**config.mk**
```make
export PLATFORM = sky130hd
export DESIGN_NAME = enhanced_clock_page_replacement_core
export DESIGN_NICKNAME = d
export VERILOG_FILES = /design/src/rtl/ecpr_pkg.sv /design/src/rtl/enhanced_clock_page_replacement_core.sv
export SDC_FILE = /design/constraint.sdc
export NUM_CORES = 1
export LEC_CHECK = 0
export ABC_AREA = 1
export BUFFER_PORTS_ARGS = -buffer_cell sky130_fd_sc_hd__buf_2
export CORE_MARGIN = 1
export CORE_UTILIZATION = 27
export DETAILED_ROUTE_END_ITERATION = 8
export GPL_ROUTABILITY_DRIVEN = 1
export PLACE_DENSITY = 0.49
export SETUP_SLACK_MARGIN = 0.3
export SYNTH_ARGS = -nofsm -noshare
export SYNTH_HDL_FRONTEND = slang
export SYNTH_SLANG_ARGS = --single-unit
```
**constraint.sdc**
```tcl
create_clock -name clk -period 2.6 [get_ports clk]
set_input_delay 0.13 -clock clk [delete_from_list [all_inputs] [get_ports clk]]
set_output_delay 0.13 -clock clk [all_outputs]
set_load 0.05 [all_outputs]
```
**src/rtl/ecpr_pkg.sv**
```systemverilog
// Package with the transaction types and sizing constants of the clock replacement core.
`timescale 1ns / 1ps

package ecpr_pkg;

    localparam int PAGE_W      = 4;
    localparam int FRAME_IDX_W = 2;
    localparam int FAULT_W     = 16;

    localparam int DEFAULT_PAGES  = 16;
    localparam int DEFAULT_FRAMES = 4;

    typedef struct packed {
        logic [PAGE_W-1:0] page_number;
        logic              is_write;
    } access_t;

    typedef struct packed {
        logic                   hit;
        logic [FRAME_IDX_W-1:0] frame_index;
        logic                   evicted_valid;
        logic [PAGE_W-1:0]      evicted_page;
        logic [FAULT_W-1:0]     fault_total;
    } result_t;

endpackage

```
**src/rtl/enhanced_clock_page_replacement_core.sv**
```systemverilog
// Enhanced second-chance clock page replacement core over a frame table memory.
// A hit is reported once the lookup, reading frames in order from frame 0, reaches it;
// a fault runs the lookup over all FRAMES frames, then a sweep from the clock hand and
// then a result, with one frame table read per cycle.
// Throughput: busy drops while the result strobe is high, so the next start can be taken
// at the edge that accepts the result. Reset clears occupancy, clock hand and fault count.
`timescale 1ns / 1ps

module enhanced_clock_page_replacement_core #(
    parameter int PAGES  = ecpr_pkg::DEFAULT_PAGES,
    parameter int FRAMES = ecpr_pkg::DEFAULT_FRAMES
) (
    input  logic              clk,
    input  logic              rst_n,
    input  logic              start,
    output logic              busy,
    input  ecpr_pkg::access_t req,
    output logic              done,
    output ecpr_pkg::result_t rsp
);
    import ecpr_pkg::*;

    localparam int FW = $clog2(FRAMES);
    localparam int SW = (PAGES >= (1 << PAGE_W)) ? PAGE_W : $clog2(PAGES);
    localparam int EW = SW + 2;

    localparam logic [1:0] ST_IDLE   = 2'd0;
    localparam logic [1:0] ST_SEARCH = 2'd1;
    localparam logic [1:0] ST_SWEEP  = 2'd2;

    localparam logic [FW-1:0]      LAST_FRAME = FW'(FRAMES - 1);
    localparam logic [FAULT_W-1:0] FAULT_MAX  = {FAULT_W{1'b1}};

    // Reduces a page number modulo PAGES by repeated compare and subtract.
    function automatic logic [PAGE_W-1:0] page_mod(input logic [PAGE_W-1:0] p);
        logic [PAGE_W-1:0] r;
        r = p;
        for (int i = 0; i < (1 << PAGE_W) / 2; i++) begin
            if (32'(r) >= PAGES) begin
                r = r - PAGE_W'(PAGES);
            end
        end
        return r;
    endfunction

    function automatic logic [FW-1:0] advance(input logic [FW-1:0] h);
        return (h == LAST_FRAME) ? '0 : h + 1'b1;
    endfunction

    // Frame table entry: {page, referenced, modified}.
    logic [EW-1:0] mem [FRAMES];
    logic [EW-1:0] rd_data_reg;
    logic [FW-1:0] rd_addr;
    logic          mem_we;
    logic [FW-1:0] mem_waddr;
    logic [EW-1:0] mem_wdata;

    logic [1:0]         state_reg, state_next;
    logic [FRAMES-1:0]  occ_reg, occ_next;
    logic [FW-1:0]      hand_reg, hand_next;
    logic [FW-1:0]      pos_reg, pos_next;
    logic [FAULT_W-1:0] fault_reg, fault_next;
    logic [SW-1:0]      page_reg, page_next;
    logic               wr_reg, wr_next;
    logic               done_reg, done_next;
    result_t            rsp_reg, rsp_next;

    logic [SW-1:0] rd_page;
    logic          rd_ref;
    logic          rd_mod;

    assign rd_page = rd_data_reg[EW-1:2];
    assign rd_ref  = rd_data_reg[1];
    assign rd_mod  = rd_data_reg[0];

    assign busy = (state_reg != ST_IDLE);
    assign done = done_reg;
    assign rsp  = rsp_reg;

    always_ff @(posedge clk) begin
        if (mem_we) begin
            mem[mem_waddr] <= mem_wdata;
        end
        rd_data_reg <= mem[rd_addr];
    end

    always_comb begin
        state_next = state_reg;
        occ_next   = occ_reg;
        hand_next  = hand_reg;
        pos_next   = pos_reg;
        fault_next = fault_reg;
        page_next  = page_reg;
        wr_next    = wr_reg;
        done_next  = 1'b0;
        rsp_next   = rsp_reg;
        rd_addr    = '0;
        mem_we     = 1'b0;
        mem_waddr  = pos_reg;
        mem_wdata  = {page_reg, 1'b1, wr_reg};

        case (state_reg)
            ST_IDLE: begin
                if (start) begin
                    page_next  = SW'(page_mod(req.page_number));
                    wr_next    = req.is_write;
                    pos_next   = '0;
                    rd_addr    = '0;
                    state_next = ST_SEARCH;
                end
            end

            ST_SEARCH: begin
                if (occ_reg[pos_reg] && (rd_page == page_reg)) begin
                    mem_we                 = 1'b1;
                    mem_wdata              = {rd_page, 1'b1, rd_mod | wr_reg};
                    done_next              = 1'b1;
                    rsp_next.hit           = 1'b1;
                    rsp_next.frame_index   = FRAME_IDX_W'(pos_reg);
                    rsp_next.evicted_valid = 1'b0;
                    rsp_next.evicted_page  = '0;
                    rsp_next.fault_total   = fault_reg;
                    state_next             = ST_IDLE;
                end else if (pos_reg == LAST_FRAME) begin
                    // Miss: count the fault and start the sweep at the hand.
                    if (fault_reg != FAULT_MAX) begin
                        fault_next = fault_reg + 1'b1;
                    end
                    rd_addr    = hand_reg;
                    pos_next   = hand_reg;
                    state_next = ST_SWEEP;
                end else begin
                    rd_addr  = pos_reg + 1'b1;
                    pos_next = pos_reg + 1'b1;
                end
            end

            ST_SWEEP: begin
                if (!occ_reg[pos_reg] || (!rd_ref && !rd_mod)) begin
                    mem_we                 = 1'b1;
                    mem_wdata              = {page_reg, 1'b1, wr_reg};
                    occ_next[pos_reg]      = 1'b1;
                    hand_next              = advance(pos_reg);
                    done_next              = 1'b1;
                    rsp_next.hit           = 1'b0;
                    rsp_next.frame_index   = FRAME_IDX_W'(pos_reg);
                    rsp_next.evicted_valid = occ_reg[pos_reg];
                    rsp_next.evicted_page  = occ_reg[pos_reg] ? PAGE_W'(rd_page) : '0;
                    rsp_next.fault_total   = fault_reg;
                    state_next             = ST_IDLE;
                end else begin
                    // Second chance: clear referenced first, else clear modified.
                    mem_we    = 1'b1;
                    mem_wdata = rd_ref ? {rd_page, 1'b0, rd_mod} : {rd_page, 1'b0, 1'b0};
                    rd_addr   = advance(pos_reg);
                    pos_next  = advance(pos_reg);
                end
            end

            default: begin
                state_next = ST_IDLE;
            end
        endcase
    end

    always_ff @(posedge clk or negedge rst_n) begin
        if (!rst_n) begin
            state_reg <= ST_IDLE;
            occ_reg   <= '0;
            hand_reg  <= '0;
            fault_reg <= '0;
            done_reg  <= 1'b0;
        end else begin
            state_reg <= state_next;
            occ_reg   <= occ_next;
            hand_reg  <= hand_next;
            fault_reg <= fault_next;
            done_reg  <= done_next;
        end
    end

    always_ff @(posedge clk) begin
        pos_reg  <= pos_next;
        page_reg <= page_next;
        wr_reg   <= wr_next;
        rsp_reg  <= rsp_next;
    end

endmodule

```
## Word level (Yosys, flattened, before mapping)

Memory sizes are Yosys's and may differ from the RTL's. A register that Yosys moved wholly into a read port is not among the register bits.
Cells that the tools add are included.

- Memories kept: 1
- Flip-flop bits (word level): 56
- Bits in writable memories: 24
- Input bits: 8
- Logic and storage cells: 81

Memory list:

| memory | depth | width | read ports | clocked after memory_dff | wr ports | line | source |
|---|---|---|---|---|---|---|---|
| mem | 4 | 6 | 1 | 1 | 1 | enhanced_clock_page_replacement_core.sv:51 | `logic [EW-1:0] mem [FRAMES];` |

- Multiplexer cells: 32
- $lt $le $gt $ge: 2
- Eq/ne operators: 11
- Bitwise logic cells: 3
- Reduce and logical (&&, ||, !) cells: 17
- Add/subtract/negate cells: 2

Operator list:

| operator | number |
|---|---|
| $mux W24 | 2 |
| $pmux W24 S2 | 1 |
| $mux W2 | 11 |
| $add A16 B1 Y16 const B | 1 |
| $ne A16 B16 Y1 const B | 1 |
| $mux W6 | 2 |
| $pmux W2 S3 | 2 |
| $pmux W6 S2 | 1 |
| $ne A2 B2 Y1 const B | 5 |
| $reduce_and A4 Y1 | 2 |
| $mux W1 | 7 |
| $reduce_and A3 Y1 | 2 |
| $eq A2 B2 Y1 const B | 2 |
| $eq A4 B4 Y1 | 1 |
| $mux W4 | 1 |
| $or A4 B4 Y4 | 1 |
| $pmux W1 S2 | 2 |
| $pmux W2 S2 | 1 |
| $reduce_and A2 Y1 | 2 |
| $reduce_bool A2 Y1 | 2 |
| $logic_and A1 B1 Y1 | 3 |
| $logic_not A1 Y1 | 3 |
| $lt A2 B3 Y1 const B | 1 |
| $ne A3 B3 Y1 const B | 1 |
| 10 further kinds | 10 |

## Logic depth before layout (Yosys ltp)

Gate-level depths: netlist of run 1.

- Depth in word-level cells: 7
- Mapped depth: 13
- Gate-level depth less buffers: 12

## Least setup slack after synthesis of run 1

OpenSTA, ideal clock, no wires.

- Path kind: reg2reg
- Start: register pos_reg[0] (netlist: mem_waddr[0])
- End: register rsp_reg (netlist bit rsp[0]), enable pin
- Required time: 2.221 ns
- Buffers on the path: 0
- Setup slack: 0.525 ns
- Stages on the path, launching flop included: 12
- Data arrival time: 1.696 ns
- Clock period less this slack: 2.075 ns
- Path through: edfxtp_1 inv_2 nand2_1 nand2_1 nand2_2 nand2_4 nand3_4 inv_1 nor2_2 inv_1 o211ai_1 inv_1

- Longest elaborated chain between the ends: 6
- Elaborated cells between the ends (all ways): 8
- Classes of those cells: eq/ne (2); mux (2); reduce/logical (4)

RTL lines:

| what | line | source |
|---|---|---|
| start, declared | enhanced_clock_page_replacement_core.sv:61 | `logic [FW-1:0] pos_reg, pos_next;` |
| start signal, assigned | enhanced_clock_page_replacement_core.sv:183 | `pos_reg <= pos_next;` |
| $bmux W1 S2 * | enhanced_clock_page_replacement_core.sv:114, enhanced_clock_page_replacement_core.sv:139 |  |
| $mux W1 (implied by the code) * | enhanced_clock_page_replacement_core.sv:114, enhanced_clock_page_replacement_core.sv:139 |  |
| $logic_not A1 Y1 | enhanced_clock_page_replacement_core.sv:139 | `if (!occ_reg[pos_reg] \|\| (!rd_ref && !rd_mod)) begin` |
| $logic_or A1 B1 Y1 | enhanced_clock_page_replacement_core.sv:139 |  |
| $ne A2 B2 Y1 (no source line) | - |  |
| $reduce_and A3 Y1 (no source line) * | - |  |
| end signal, assigned | enhanced_clock_page_replacement_core.sv:186 | `rsp_reg <= rsp_next;` |
| end, declared | enhanced_clock_page_replacement_core.sv:66 | `result_t rsp_reg, rsp_next;` |

Mark *: on every way between the ends. The rest lies on a longest branch, timed or not. The select of a mux whose other input is x is not followed.
A chain may end at the register's enable or synchronous reset.

## Worst setup path in the final report of run 1

- Start: register pos_reg[0] (netlist: mem_waddr[0])
- End: memory mem[2][4] (netlist name), enable pin

- Longest elaborated chain between the ends: 7

RTL lines:

| what | line | source |
|---|---|---|
| $bmux W1 S2 | enhanced_clock_page_replacement_core.sv:114 | `if (occ_reg[pos_reg] && (rd_page == page_reg)) begin` |
| $mux W1 (implied by the code) | enhanced_clock_page_replacement_core.sv:114 |  |
| $logic_and A1 B1 Y1 | enhanced_clock_page_replacement_core.sv:114 |  |
| $mux W1 | enhanced_clock_page_replacement_core.sv:114 |  |
| $pmux W1 S2 | enhanced_clock_page_replacement_core.sv:102 | `case (state_reg)` |
| $mux W1 | enhanced_clock_page_replacement_core.sv:81 | `if (mem_we) begin` |
| $mux W1 (implied by the code) | enhanced_clock_page_replacement_core.sv:82 | `mem[mem_waddr] <= mem_wdata;` |
| end, declared | enhanced_clock_page_replacement_core.sv:51 |  |

Several ways; a longest one is shown, not always the timed one. The select of a mux whose other input is x is not followed.

==> key figures, run 1 <==
Run status
  • Status: finished clean

Drt
  • Total wire length: 7920 um
  • DR DRC count: 0
  • Wire length per cell: 12.6 um
  • Antenna Violating Nets Remaining: 0
  • Via Count: 2696
  • Drt initial violations: 211
  • First-pass DRT Iterations: 4
  • Vias/cell: 4.29

Pwr
  • VDD IR max: 406 uV
  • P per Cell Area: 1140 mW/mm^2
  • Pleak: 2.02 nW

Finish
  • Area growth from synthesis to layout: 19.3%
  • Final net count: 460
  • Design area: 0.00469 sq mm
  • Antenna cells: 0
  • Layout cells sized above 1: 0.161

Clock network
  • CTS Sinks: 86
  • Num CTS Buffers: 9
  • Clk Tree Root Cell: clkbuf_16
  • Reg clk slew, reported paths: 0.06 ns
  • Maximum clock path buffer count: 2
  • Insertion delay to the later sink of the worst-skew pair: 0.35 ns
  • CTS tree: built
  • H-tree depth: 3

Timing
  • Worst Clk Skew: 0.00948 ns
  • Setup_tns: 0 ns
  • Slew headroom: 0.593
  • Max Slew Vio Count: 0
  • Fin crit share: 0.856
  • RSZ-0062 raised after global routing: yes
  • Slew at the pin closest to its max-slew limit: 0.611 ns
  • Fmax: 449 MHz
  • Tmin final: 2.23 ns
  • Final setup fails: 0
  • Final Hold Viols: 0

Global route
  • Initial antenna violation count: 0
  • First-pass GRT wire length: 12900 um
  • Total congestion overflow: 0
  • Vias in the first global route: 2623
  • Total track usage: 0.118
  • Largest net degree at the start of global routing: 26

Logic synthesis
  • Ys flop type: edfxtp_1
  • Synth top cells by count: nand2_1, inv_1, edfxtp_1
  • Register area share after synthesis: 0.610
  • Syn_nets: 415
  • Largest area contributor in the netlist: edfxtp_1
  • EDFF count, synth: 55
  • Distinct cells, synth: 32
  • Synthesized area per cell: 9.87 sq um
  • Synth Cell Area: 0.00393 sq mm
  • Syn Inst Count: 398
  • Post-synthesis async set-or-reset flop share: 0.291
  • #FFs+latches synth: 86
  • Yosys Warn Count: 0
  • Synth top area share: 0.420
  • Synth top area cells: edfxtp_1, dfrtp_1, nand2_1
  • Most frequent cell after synthesis: nand2_1

Critical path
  • Slowest Stage Delay on Critical Path: 0.50 ns
  • Crit path top cell by count: nand2_1
  • CP Launch Type: register
  • Critical Path RT: 2.59 ns
  • CP endpoint kind: register
  • Slowest cell on the critical path: edfxtp_1
  • WS Path Type: register to register
  • Critical-path cell list: inv_2 > nand2_1 > nand2_1 > nand2_2 > nand2_4 > nand3_4 > inv_1 > nand2_1 > nand2_1 > nand2_1 > nor2_1
  • Worst EP arrival: 2.21 ns
  • Crit Path Max Fanout: 9

Floorplanning
  • Initial Util: 0.280
  • Die H: 123 um
  • Die width: 123 um
  • Rows: 43
  • Core footprint: 0.0140 sq mm
  • Die Area: 0.0150 sq mm
  • Boundary Pins: 34

Place
  • Detailed-placement wirelength estimate: 5970 um
  • Post-DP Area: 0.00428 sq mm
  • GP Congestion: 0.848
  • I/O Buffers: 33

Worst hold path
  • Hold/Removal Path Class: primary input to register

Run
  • MaxCap Viol Count: 0
==> worst max-delay path: cells and delay by family, from the launching register on <==
family | cells | cell delay (ns)
simple gates | 9 | 1.11
buf+inv | 2 | 0.27
flops | 1 | 0.50
==> worst paths after layout <==
kind                                         from                        to  slack [ns]  cells past startpoint
hold / removal                              start  state_reg[1]$_DFFE_PN0P_        0.24                      5
min in group asynchronous                   rst_n    occ_reg[3]$_DFFE_PN0P_        0.35                      2
max in group asynchronous                   rst_n            done$_DFF_PN0_        1.85                      2
hold reg to reg            occ_reg[3]$_DFFE_PN0P_    occ_reg[3]$_DFFE_PN0P_        0.46                      2
setup reg to reg           mem_waddr[0]$_DFFE_PP_       mem[2][4]$_DFFE_PP_        0.37                     11
setup / recovery           mem_waddr[0]$_DFFE_PP_       mem[2][4]$_DFFE_PP_        0.37                     11
==> per-stage QoR <==
| step | power [mW] | setup slack, ns | hold slack [ns] | utilization | instances |
|---|---|---|---|---|---|
| 6_report | 5.36 | 0.374 | 0.238 | 0.334 | 628 |
| 5_1_grt | 5.67 | 0.149 | 0.271 | 0.334 | 628 |
| 4_1_cts | 5.42 | 0.347 | 0.223 | 0.333 | 628 |
| 3_5_place_dp | 3.96 | 0.364 | 0.175 | 0.305 | 606 |
| 3_3_place_gp | 3.95 | 0.405 | 0.176 | 0.305 | 606 |
| 2_1_floorplan | 3.47 | 0.525 | -0.166 | - | 398 |
==> cell families (layout without fill, tap and decap cells) <==
group	Yosys count	count (layout)	synth area share
buffers and inverters	80	130	0.0834
AO/OA/AOI/OAI	25	25	0.0369
AND/OR/NAND/NOR	187	187	0.216
adder cells (fa/ha/maj)	9	9	0.0287
XOR/XNOR	11	11	0.0245
flip-flops	86	86	0.610
==> area by class of cell <==
| type | instances | area, sq um |
|---|---|---|
| Tap cell | 180 | 225 |
| Clock inverter | 7 | 113 |
| Fill cell | 1441 | 9350 |
| Inverter | 72 | 270 |
| Clock buffer | 9 | 225 |
| Timing Repair Buffer | 42 | 251 |
| Multi-Input combinational cell | 232 | 1210 |
| Sequential cell | 86 | 2400 |
==> routing by layer <==
metal	vias to the layer above	global-route usage	wire length (um)	part of all wire
li1	1367	-	-	-
met1	1262	0.148	3830	0.48
met2	53	0.184	3590	0.45
met3	14	0.0349	311	0.039
met4	0	0.0579	178	0.022
met5	-	0	0	0
==> layout by cell type, fill, tap and decap left out, types with 2 or more instances in the layout <==
cell type and instances:
dfxtp_1 6, buf_2 33, nand3_2 3, dfrtp_1 25, edfxtp_1 55, nand4_1 6, bufinv_16 3, nand3_1 41
nand2_2 5, buf_4 2, xnor2_1 7, nor2_2 6, clkinvlp_4 2, dlygate4sd3_1 6, xor2_1 4, clkinv_1 2
o21ai_0 16, nor2_1 27, nand2_1 90, ha_1 9, inv_2 3, nor3_1 4, clkbuf_16 9, o21bai_1 2
a21oi_1 3, inv_1 69
==> where the power goes <==
part,switching [mW],internal (mW),leakage [nW]
clock,0.511,0.931,0.157
sequential,0.164,1.89,0.906
combinational,1.42,0.450,0.957
total,2.09,3.27,2.02
==> repair_timing <==
item | in CTS | in global routing
gates resized for setup | 0 | 2
endpoints found under the setup margin | 0 | 48
setup buffers | 0 | 0
hold buffers | 6 | 0
hold endpoints to repair | 30 | 0
No activity file was read; power rests on OpenSTA's default activity.
==> inputs of run 2 (changes only) <==
--- a/config.mk
+++ b/config.mk
@@ -8,10 +8,10 @@
 export ABC_AREA = 1
 export BUFFER_PORTS_ARGS = -buffer_cell sky130_fd_sc_hd__buf_2
 export CORE_MARGIN = 1
-export CORE_UTILIZATION = 27
+export CORE_UTILIZATION = 35
 export DETAILED_ROUTE_END_ITERATION = 8
 export GPL_ROUTABILITY_DRIVEN = 1
-export PLACE_DENSITY = 0.49
+export PLACE_DENSITY = 0.59
 export SETUP_SLACK_MARGIN = 0.3
 export SYNTH_ARGS = -nofsm -noshare
 export SYNTH_HDL_FRONTEND = slang
==> run 2 against run 1 <==
Effect of this change:
- power fell by 8.8%
- routed wire length fell by 5.0%
- non-clock buffer count did not move
- clock-buffer cell count did not move
- design area fell by 3.6%
- clock power fell by 32%
- highest routed layer unchanged
- via count fell by 1.0%
- final cell count fell by 6.4%
- global-route usage rose by 2.5 points
- fmax rose by 1.1%
- sequential share of layout area rose by 1.9 points
==> key figures, run 2 (same netlist as run 1, synthesis figures left out) <==
Finish
  • Final net count: 460
  • Layout Cells excl Fill: 588
  • Fillers: 1060
  • Antenna cells: 0
  • Area growth from synthesis to layout: 15.0%
  • Layout cells sized above 1: 0.174
  • Most common cell after layout, fill and taps aside: nand2_1
  • Commonest non-fill, non-tap cells in the layout: nand2_1, inv_1, edfxtp_1

Floorplanning
  • Die Area: 0.0117 sq mm
  • Initial Util: 0.361
  • Boundary Pins: 34
  • Die H: 108 um
  • Die width: 108 um
  • Core footprint: 0.0109 sq mm
  • Rows: 38

Drt
  • Wire length per cell: 12.8 um
  • Antenna Violating Nets Remaining: 0
  • Via Count: 2669
  • Drt initial violations: 169
  • Total wire length: 7520 um
  • First-pass DRT Iterations: 4
  • Vias/cell: 4.54
  • DR DRC count: 0

Timing
  • Tmin final: 2.20 ns
  • Setup_tns: 0 ns
  • Final setup fails: 0
  • Fmax: 454 MHz
  • Fin crit share: 0.847
  • Slew at the pin closest to its max-slew limit: 0.592 ns
  • Max Slew Vio Count: 0
  • Final Hold Viols: 0
  • Worst Clk Skew: 0.0124 ns
  • Slew headroom: 0.605
  • RSZ-0062 raised after global routing: yes

Critical path
  • R2r worst-path depth: 11
  • Critical R2R Capture: mem[3][3]$_DFFE_PP_
  • Crit Path Max Fanout: 9
  • Reg2reg setup slack: 0.40 ns
  • WS Path Type: register to register
  • Crit path capture: mem[3][3]$_DFFE_PP_
  • Critical Path RT: 2.65 ns
  • Origin of the critical flop-to-flop path: mem_waddr[0]$_DFFE_PP_
  • Worst EP arrival: 2.25 ns
  • CP endpoint kind: register
  • CP Launch Type: register
  • Crit path from: mem_waddr[0]$_DFFE_PP_

Place
  • Detailed-placement wirelength estimate: 5480 um
  • I/O Buffers: 33
  • Total placed cells including tap cells: 566
  • GP Congestion: 0.896

Global route
  • First-pass GRT wire length: 12400 um
  • Largest net degree at the start of global routing: 26
  • Total congestion overflow: 0
  • Total track usage: 0.143
  • Vias in the first global route: 2499
  • Initial antenna violation count: 0

Clock network
  • Insertion delay to the later sink of the worst-skew pair: 0.37 ns
  • Num CTS Buffers: 9
  • CTS Sinks: 86
  • Clk Tree Root Cell: clkbuf_8
  • Reg clk slew, reported paths: 0.09 ns
  • CTS tree: built
  • Maximum clock path buffer count: 2
  • H-tree depth: 3

Pwr
  • VDD IR max: 481 uV
  • Pleak: 1.96 nW
  • P per Cell Area: 1080 mW/mm^2

Run
  • MaxCap Viol Count: 0

Worst hold path
  • Hold/Removal Path Class: primary input to register

Run status
  • Status: finished clean
==> run 2: cell count changes in the layout (fill, tap and decap cells not counted), moves of 2 or more <==
cell / delta
clkinv_1: -2
nor2_1: -3
clkinv_4: +2
clkbuf_8: +9
nor2_2: +2
clkbuf_16: -9
bufinv_16: -2
==> run 2: final cells by class <==
cell class	instances	area, sq um	area share
timing repair buffer	42	248	0.0548
multi-input combinational	232	1220	0.270
clock inverter	7	85.1	0.0188
clock buffer	9	124	0.0274
tap	140	175	0.0388
sequential	86	2400	0.531
inverter	72	270	0.0598
==> run 2: how the worst min path moves through the flow <==
stage,depth (start not counted),slack [ns],endpoint,startpoint
global route,5,0.28,state_reg[1]$_DFFE_PN0P_,start
CTS,5,0.22,state_reg[1]$_DFFE_PN0P_,start
finish,5,0.24,state_reg[1]$_DFFE_PN0P_,start
floorplan,0,-0.17,done$_DFF_PN0_,rst_n
detailed placement,1,0.17,fault_reg[1]$_DFFE_PN0P_,rst_n
global placement,1,0.17,fault_reg[1]$_DFFE_PN0P_,rst_n
==> run 2: metrics by stage <==
stage	power [mW]	utilization	hold slack (ns)	cell area [sq um]	setup WS [ns]
after floorplan	3.47	-	-0.166	3930	0.525
after global placement	3.90	0.389	0.165	4230	0.447
after detailed placement	3.92	0.389	0.172	4230	0.366
after CTS	4.91	0.414	0.224	4500	0.355
after global routing	5.17	0.415	0.278	4520	0.212
final	4.89	0.415	0.236	4520	0.397
==> run 2: metal layers <==
layer	GRT usage	vias to the layer above	share of wire
met3	0.0368	12	0.040
met5	0	-	0
met1	0.187	1226	0.47
li1	-	1368	-
met2	0.230	63	0.47
met4	0.0489	0	0.014
==> run 2: report_power, final <==
part	switching (mW)	internal, mW
clock	0.529	0.457
sequential	0.163	1.89
combinational	1.42	0.437
==> run 2: repair_timing <==
| item | in CTS | in global routing |
|---|---|---|
| hold buffers | 6 | 0 |
| setup endpoints to repair | 0 | 32 |
| hold endpoints to repair | 30 | 0 |
| resized for setup | 0 | 6 |
| buffers inserted | 0 | 0 |
==> run 2: critical path, cell delays in order (launching register included) <==
cell and delay [ns]:
edfxtp_1 0.51, inv_2 0.13, nand2_1 0.06, nand2_1 0.07, nand2_2 0.06, nand2_4 0.09, nand3_4 0.13, inv_1 0.14
nand2_1 0.12, nand2_1 0.08, nand2_1 0.17, nor2_2 0.32
